### config.mk
export PLATFORM = sky130hd
export DESIGN_NAME = cat_typesetter_code_decoder
export DESIGN_NICKNAME = d
export VERILOG_FILES = /design/src/ctd_pkg.sv /design/src/cat_typesetter_code_decoder.sv /design/src/ctd_step.sv
export SDC_FILE = /design/constraint.sdc
export NUM_CORES = 1
export LEC_CHECK = 0
export BUFFER_PORTS_ARGS = -buffer_cell sky130_fd_sc_hd__buf_4
export CORE_MARGIN = 2
export CORE_UTILIZATION = 60
export DETAILED_ROUTE_END_ITERATION = 16
export HOLD_SLACK_MARGIN = 0.05
export PLACE_DENSITY_LB_ADDON = 0.12
export SKIP_CTS_REPAIR_TIMING = 1
export SYNTH_ARGS = -nofsm -noshare
export SYNTH_HDL_FRONTEND = slang
export SYNTH_SLANG_ARGS = --single-unit
### constraint.sdc
create_clock -name clk_i -period 8.3 [get_ports clk_i]
set_input_delay 1.66 -clock clk_i [delete_from_list [all_inputs] [get_ports clk_i]]
set_output_delay 1.66 -clock clk_i [all_outputs]
set_load 0.02 [all_outputs]
### src/ctd_pkg.sv
`default_nettype none

package ctd_pkg;

  // input word: one command byte of the stream
  typedef struct packed {
    logic [7:0] code_byte;
    logic       new_job;
  } in_word_t;

  // output word: one glyph or stop event
  typedef struct packed {
    logic               event_kind;
    logic [6:0]         glyph;
    logic [1:0]         font_number;
    logic [5:0]         size_points;
    logic signed [15:0] column_units;
    logic signed [23:0] row_units;
  } out_word_t;

  // decoder state carried from byte to byte
  typedef struct packed {
    logic [15:0] esc_sum;
    logic [15:0] col_acc;
    logic [23:0] row_acc;
    logic        backward_escape;
    logic        backward_lead;
    logic        upper_case;
    logic [1:0]  rail_mag_bits;
    logic        prev_big_size;
    logic [5:0]  cur_size;
    logic        seen_init;
    logic        stopped;
  } state_t;

  // size table entry: point size and the large-size flag of its code
  typedef struct packed {
    logic       big;
    logic [5:0] pts;
  } size_t;

  localparam logic [5:0] SizeReset = 6'd10;

  localparam state_t StateReset = '{
    esc_sum:         16'd0,
    col_acc:         16'd0,
    row_acc:         24'd0,
    backward_escape: 1'b0,
    backward_lead:   1'b0,
    upper_case:      1'b0,
    rail_mag_bits:   2'd0,
    prev_big_size:   1'b0,
    cur_size:        SizeReset,
    seen_init:       1'b0,
    stopped:         1'b0
  };

  localparam logic signed [12:0] StartRowReset = -13'sd108;

  // event kinds
  localparam logic EvGlyph = 1'b0;
  localparam logic EvStop  = 1'b1;

  // command codes
  localparam logic [7:0] CodeInit     = 8'o100;
  localparam logic [7:0] CodeRailLow  = 8'o101;
  localparam logic [7:0] CodeRailHigh = 8'o102;
  localparam logic [7:0] CodeMagHigh  = 8'o103;
  localparam logic [7:0] CodeMagLow   = 8'o104;
  localparam logic [7:0] CodeLower    = 8'o105;
  localparam logic [7:0] CodeUpper    = 8'o106;
  localparam logic [7:0] CodeEscFwd   = 8'o107;
  localparam logic [7:0] CodeEscBack  = 8'o110;
  localparam logic [7:0] CodeLeadFwd  = 8'o112;
  localparam logic [7:0] CodeLeadBack = 8'o114;

  // escape correction applied when crossing into or out of the large sizes
  localparam logic [15:0] EscCorr = 16'd55;

  // saturate a 17 bit two's complement sum to 16 bits
  function automatic logic [15:0] sat16(input logic [16:0] v);
    logic [15:0] r;
    if (v[16] != v[15]) begin
      r = v[16] ? 16'h8000 : 16'h7fff;
    end else begin
      r = v[15:0];
    end
    return r;
  endfunction

  // saturate a 25 bit two's complement sum to 24 bits
  function automatic logic [23:0] sat24(input logic [24:0] v);
    logic [23:0] r;
    if (v[24] != v[23]) begin
      r = v[24] ? 24'h800000 : 24'h7fffff;
    end else begin
      r = v[23:0];
    end
    return r;
  endfunction

  // size code low nibble to point size; the unused nibble gives size 0
  function automatic size_t size_lookup(input logic [3:0] nib);
    size_t r;
    unique case (nib)
      4'd0:    r = '{big: 1'b0, pts: 6'd7};
      4'd1:    r = '{big: 1'b0, pts: 6'd8};
      4'd2:    r = '{big: 1'b0, pts: 6'd10};
      4'd3:    r = '{big: 1'b0, pts: 6'd11};
      4'd4:    r = '{big: 1'b0, pts: 6'd12};
      4'd5:    r = '{big: 1'b0, pts: 6'd14};
      4'd6:    r = '{big: 1'b0, pts: 6'd18};
      4'd7:    r = '{big: 1'b0, pts: 6'd9};
      4'd8:    r = '{big: 1'b0, pts: 6'd6};
      4'd9:    r = '{big: 1'b1, pts: 6'd16};
      4'd10:   r = '{big: 1'b1, pts: 6'd20};
      4'd11:   r = '{big: 1'b1, pts: 6'd22};
      4'd12:   r = '{big: 1'b1, pts: 6'd24};
      4'd13:   r = '{big: 1'b1, pts: 6'd28};
      4'd14:   r = '{big: 1'b1, pts: 6'd36};
      default: r = '{big: 1'b0, pts: 6'd0};
    endcase
    return r;
  endfunction

endpackage

`default_nettype wire

### src/cat_typesetter_code_decoder.sv
// a word waits in the input register; its event waits in the output register
// throughput: one command byte per cycle unless the output stalls, set by the
// single state update pass between the input register and the output register
// reset: asynchronous active low; clears position, modes and handshake state,
// size to 10 points and start row to -108
`default_nettype none

module cat_typesetter_code_decoder (
  input  logic                 clk_i,
  input  logic                 rst_ni,
  input  logic                 cfg_we_i,
  input  logic signed [12:0]   cfg_wdata_i,
  input  logic                 in_valid_i,
  output logic                 in_stall_o,
  input  ctd_pkg::in_word_t    in_word_i,
  output logic                 out_valid_o,
  input  logic                 out_stall_i,
  output ctd_pkg::out_word_t   out_word_o
);
  import ctd_pkg::*;

  logic               in_valid_q, in_valid_d;
  in_word_t           in_word_q;
  logic               out_valid_q, out_valid_d;
  out_word_t          out_word_q;
  state_t             state_q, state_d;
  logic signed [12:0] start_row_q;
  logic               accept;
  logic               advance;
  logic               step_emit;
  out_word_t          step_result;

  // handshake: the held word moves on once the output slot is free
  assign advance    = in_valid_q && (!out_valid_q || !out_stall_i);
  assign in_stall_o = in_valid_q && !advance;
  assign accept     = in_valid_i && !in_stall_o;

  // byte decode
  ctd_step u_step (
    .state_i     (state_q),
    .word_i      (in_word_q),
    .start_row_i (start_row_q),
    .state_o     (state_d),
    .emit_o      (step_emit),
    .result_o    (step_result)
  );

  // next valid flags
  always_comb begin
    in_valid_d = in_valid_q;
    if (accept) begin
      in_valid_d = 1'b1;
    end else if (advance) begin
      in_valid_d = 1'b0;
    end
    out_valid_d = out_valid_q;
    if (advance) begin
      out_valid_d = step_emit;
    end else if (out_valid_q && !out_stall_i) begin
      out_valid_d = 1'b0;
    end
  end

  // control and state registers
  always_ff @(posedge clk_i or negedge rst_ni) begin
    if (!rst_ni) begin
      in_valid_q  <= 1'b0;
      out_valid_q <= 1'b0;
      state_q     <= StateReset;
      start_row_q <= StartRowReset;
    end else begin
      in_valid_q  <= in_valid_d;
      out_valid_q <= out_valid_d;
      if (advance) begin
        state_q <= state_d;
      end
      if (cfg_we_i) begin
        start_row_q <= cfg_wdata_i;
      end
    end
  end

  // payload registers
  always_ff @(posedge clk_i) begin
    if (accept) begin
      in_word_q <= in_word_i;
    end
    if (advance && step_emit) begin
      out_word_q <= step_result;
    end
  end

  assign out_valid_o = out_valid_q;
  assign out_word_o  = out_word_q;

  // a stop only follows an earlier initialisation
  assert property (@(posedge clk_i) disable iff (!rst_ni)
    state_q.stopped |-> state_q.seen_init)
    else $error("stopped without initialisation");

  // stall is only raised while a word is held
  assert property (@(posedge clk_i) disable iff (!rst_ni)
    in_stall_o |-> in_valid_q)
    else $error("stall without held word");

  // an emitted event is presented next cycle
  assert property (@(posedge clk_i) disable iff (!rst_ni)
    (advance && step_emit) |=> out_valid_q)
    else $error("event lost");

  // any event leaves no pending escape
  assert property (@(posedge clk_i) disable iff (!rst_ni)
    (advance && step_emit) |=> (state_q.esc_sum == 16'd0))
    else $error("escape left pending after event");

  // stop events carry no glyph
  assert property (@(posedge clk_i) disable iff (!rst_ni)
    (out_valid_q && (out_word_q.event_kind == EvStop)) |-> (out_word_q.glyph == 7'd0))
    else $error("stop event with glyph");

endmodule

`default_nettype wire

### src/ctd_step.sv
`default_nettype none

module ctd_step (
  input  ctd_pkg::state_t         state_i,
  input  ctd_pkg::in_word_t       word_i,
  input  logic signed [12:0]      start_row_i,
  output ctd_pkg::state_t         state_o,
  output logic                    emit_o,
  output ctd_pkg::out_word_t      result_o
);
  import ctd_pkg::*;

  always_comb begin
    state_t      s;
    logic [7:0]  c;
    logic        stop_eff;
    logic [15:0] esc_neg;
    logic [15:0] esc_mov;
    logic [4:0]  lead5;
    logic [6:0]  lead3;
    logic [24:0] lead_mag;
    logic [24:0] lead_delta;
    size_t       sz;
    logic        corr_on;
    logic        corr_neg;

    s          = state_i;
    c          = word_i.code_byte;
    emit_o     = 1'b0;
    result_o   = '0;
    stop_eff   = state_i.stopped & ~word_i.new_job;
    s.stopped  = stop_eff;
    esc_neg    = sat16(17'd0 - {state_i.esc_sum[15], state_i.esc_sum});
    esc_mov    = state_i.backward_escape ? esc_neg : state_i.esc_sum;
    lead5      = ~c[4:0];
    lead3      = 7'({2'b00, lead5} + {1'b0, lead5, 1'b0});
    lead_mag   = {18'd0, lead3};
    lead_delta = state_i.backward_lead ? (25'd0 - lead_mag) : lead_mag;
    sz         = size_lookup(c[3:0]);
    corr_on    = state_i.prev_big_size ^ sz.big;
    corr_neg   = sz.big ^ state_i.backward_escape;

    if (stop_eff || (c == 8'd0)) begin
      // ignored byte
    end else if (c[7]) begin
      // escape: accumulate motion
      s.esc_sum = sat16({s.esc_sum[15], s.esc_sum} + {10'd0, ~c[6:0]});
    end else begin
      // pending escape moves the column first
      s.col_acc = sat16({s.col_acc[15], s.col_acc} + {esc_mov[15], esc_mov});
      s.esc_sum = 16'd0;

      if (c[6] == 1'b0) begin
        // character
        emit_o                = 1'b1;
        result_o.event_kind   = EvGlyph;
        result_o.glyph        = {s.upper_case, c[5:0]};
      end else if (c[5]) begin
        // leading
        s.row_acc = sat24({s.row_acc[23], s.row_acc} + lead_delta);
      end else if (c[4]) begin
        // size change with escape correction
        if (corr_on) begin
          s.esc_sum = corr_neg ? (16'd0 - EscCorr) : EscCorr;
        end
        s.prev_big_size = sz.big;
        s.cur_size      = sz.pts;
      end else begin
        unique case (c)
          CodeInit: begin
            if (s.seen_init) begin
              s.stopped           = 1'b1;
              emit_o              = 1'b1;
              result_o.event_kind = EvStop;
              result_o.glyph      = 7'd0;
            end else begin
              s.seen_init       = 1'b1;
              s.row_acc         = {{11{start_row_i[12]}}, start_row_i};
              s.col_acc         = 16'd0;
              s.backward_lead   = 1'b0;
              s.backward_escape = 1'b0;
              s.upper_case      = 1'b0;
              s.rail_mag_bits   = 2'd0;
            end
          end
          CodeRailLow:  s.rail_mag_bits[0] = 1'b0;
          CodeRailHigh: s.rail_mag_bits[0] = 1'b1;
          CodeMagHigh:  s.rail_mag_bits[1] = 1'b1;
          CodeMagLow:   s.rail_mag_bits[1] = 1'b0;
          CodeLower:    s.upper_case = 1'b0;
          CodeUpper:    s.upper_case = 1'b1;
          CodeEscFwd:   s.backward_escape = 1'b0;
          CodeEscBack:  s.backward_escape = 1'b1;
          CodeLeadFwd:  s.backward_lead = 1'b0;
          CodeLeadBack: s.backward_lead = 1'b1;
          default: ;
        endcase
      end
    end

    // events carry the state as it stands after the byte
    result_o.font_number  = s.rail_mag_bits;
    result_o.size_points  = s.cur_size;
    result_o.column_units = s.col_acc;
    result_o.row_units    = s.row_acc;
    state_o               = s;
  end

endmodule

`default_nettype wire

==> results.toml <==
[synth]
synth_nets = 1286
synth-edff-count = 65
syn_area_per_cell_um2 = 9.05
synth_warnings = 0
async_reset_ff_share_pct = 54.1
syn_inst = 1186
synth_ff_type = "dfrtp_1"
synth.ff_latch_count = 157
synthDistinctLibCells = 85
ys_seq_area_share_pct = 39.4
synth_area_mm2 = 0.0107

[final_layout]
n_antenna_cell = 0
final_cell_mix = "nand2_1, o21ai_0, a21oi_1"
layout-drive-gt1-share_pct = 15.6
multi_input_area_mm2 = 0.00618
syn2layout_area_growth_pct = 12.9
seq_area_mm2 = 0.00423
nets = 1345
finish.instance_area_mm2 = 0.0121
final_util_pct = 69.5
nFillCells = 1413
final_common_cell = "nand2_1"

[clocking]
clk_latency_ps = 440
cts_root_buffer = "clkbuf_16"
clk_pin_slew_ps = 70
ctsHtreeMaxLevel = 4
clockBufferDepth = 2
cts_sinks = 157
numCtsBuffers = 17
cts_tree = "done"

[pwr]
leakagePower_nw = 5.18
p_comb_share_pct = 51.2
cellInternalPower_w = 0.00226
power_w = 0.00407
pwr-share-seq_pct = 29.6
ir_drop_mv = 0.206
power.density_mw_per_mm2 = 337
switchingPower_w = 0.00182
switching_share_pct = 44.6
power_frac_clock_pct = 19.1

[floorplanning]
fp.dieW_um = 138
io_pins = 85
dieArea_mm2 = 0.0190
core_mm2 = 0.0174
rows = 48
dieHeight_um = 138
initial_utilization_pct = 61.6

[critical_path]
arrival_ps = 7570
endpoint_kind = "register"
crit_fanout = 26
cpPeakStageDelay_ps = 690
cp.buffers_inverters = 3
worst-path-stages = 23
critPathTopFamily = "compound AO/OA/AOI/OAI gates"
r2r_slack_ps = 980
cp-start-kind = "register"
reg2reg_from = "in_word_q[2]"
cp_cell_sequence = "inv_1, ha_1, a21o_1, a21oi_1, nor2b_1, nor2_1, o31ai_1, nand2_1, ha_1, nand3_1, or3_1, a2111o_1, nand4_1, a31o_2, a21o_1, xor2_1, ha_1, buf_4, a21oi_1, a21oi_1, buf_4, a21oi_1, a221oi_1"
required_ps = 8550
critPathSlowestCell = "ha_1"
r2r-end = "out_word_o[4]"
worstRegToRegCells = 23
crit_top_cell = "a21oi_1"
crit_type = "register to register"

[hold_path]
min_from = "state_q[10]"
hold_path.class = "register to register"
whs_endpoint = "state_q[10]"
min_path_cells = 2

[timing]
period_needed_ps = 7320
worst_slack_ps = 979
clock-skew-final_ps = 11.8
setup_tns_ps = 0
final_hold_viol_count = 0
setup_viol = 0
slew-limit-headroom_pct = 12.0
slew_violations = 0
max_freq_mhz = 137
worstMarginPinSlew_ps = 1310
finalCritPeriodShare_pct = 88.2
rsz0062_at_grt = "no"

[outcome]
status = "completed"

[global_route]
use_met2_pct = 47.9
overflow = 0
grt_pass1_vias = 8878
grt_pass1_wl_um = 45700
busiest_layer = "met2"
grt_util_met3_pct = 6.66
antenna_found_initial = 0
grt_max_degree = 54
grtUsageMet1_pct = 43.8
track_usage_pct = 30.9

[run]
cap_violations = 0

[route]
drc_errors = 0
drt-initial-drc-count = 900
viasPerCell = 6.42
drt_wl_total_um = 28500
route.vias.total = 9527
ant_nets = 0
post_drt_wl_per_cell_um = 19.2
firstDrtPassIters = 5

[place]
place_ws_ps = 1120
place_area_mm2 = 0.0115
dp_hpwl_um = 20200
globalplace.congestion = 0.935
portBuffers = 84
## metrics by stage
step           std cells  hold slack [ps]
2_1_floorplan       1186              446
3_3_place_gp        1451              458
3_5_place_dp        1451              474
4_1_cts             1483              487
5_1_grt             1483              529
6_report            1483              485
## layout make-up
cell class / count / area share (%)
well taps: 225 / 2.33
clock buffers: 17 / 3.51
multi-input cells: 945 / 51.1
repair buffers: 93 / 5.77
clock inverters: 15 / 1.41
inverters: 31 / 0.961
flip-flops and latches: 157 / 35.0
## registers in the layout (all words and copies together) (netlist names), named ones only
signal and flops:
start_row_q 13, in_word_q 9, state_q 70, in_valid_q 1
out_word_o 56, out_valid_o 1
## worst reg2reg max path, stage by stage (launching register included)
cell and delay, ps:
edfxtp_1 480, inv_1 290, ha_1 300, a21o_1 190, a21oi_1 300, nor2b_1 250
nor2_1 90, o31ai_1 380, nand2_1 530, ha_1 700, nand3_1 210, or3_1 400
a2111o_1 350, nand4_1 160, a31o_2 160, a21o_1 150, xor2_1 80, ha_1 280
buf_4 280, a21oi_1 160, a21oi_1 650, buf_4 370, a21oi_1 100, a221oi_1 290
## power by group through the flow
stage | sequential [W] | clock, W | combinational, W
after floorplan | 0.00117 | 0 | 0.00161
after global placement | 0.00121 | 0 | 0.00200
after detailed placement | 0.00121 | 0 | 0.00203
after CTS | 0.00120 | 0.000786 | 0.00205
after global routing | 0.00123 | 0.000816 | 0.00231
final | 0.00121 | 0.000780 | 0.00209
## synthesized netlist by cell type, drive strengths merged (10+ instances only)
cell / instances / share of area, %
nand2: 163 / 5.7
o21ai: 115 / 5.5
a21oi: 101 / 4.7
nor2: 82 / 2.9
dfrtp: 75 / 17
ha: 69 / 8.0
edfxtp: 65 / 18
nor3: 39 / 1.9
clkbuf: 38 / 1.3
a21o: 30 / 2.2
inv: 30 / 1.0
mux2: 28 / 2.9
nand3: 27 / 1.3
xnor2: 24 / 2.0
o22ai: 17 / 0.99
xor2: 17 / 1.4
a211oi: 15 / 1.1
a31oi: 15 / 0.87
buf: 15 / 0.73
or3: 15 / 0.87
nor2b: 14 / 0.82
nand2b: 13 / 0.76
nand4: 12 / 0.76
o211ai: 11 / 0.82
o21a: 11 / 0.77
dfstp: 10 / 2.4
## kinds of logic after synthesis
kind of cell / Yosys count / share of synthesized area (%)
AO/OA/AOI/OAI: 392 / 23.8
XOR/XNOR: 41 / 3.35
adder cells (fa/ha/maj): 78 / 9.26
buffers and inverters: 84 / 3.15
flip-flops: 157 / 39.4
multiplexers: 33 / 3.52
AND/OR/NAND/NOR: 401 / 17.5
## worst max path at each step
stage	start	slack (ps)	end
6_report	in_word_q[2]	980	out_word_o[4]
5_1_grt	in_word_q[2]	520	out_word_o[4]
4_1_cts	in_word_q[2]	1060	out_word_o[4]
3_5_place_dp	in_word_q[2]	1120	out_word_o[4]
3_3_place_gp	in_word_q[2]	1480	out_word_o[3]
2_1_floorplan	in_word_q[2]	2480	out_word_o[11]
## layer usage
metal  wire length [µm]  vias up
li1                   -     4525
met1              12800     4526
met2              13000      432
met3               2210       44
met4                480        0
met5                  0        -
(Power assumes the default switching activity.)
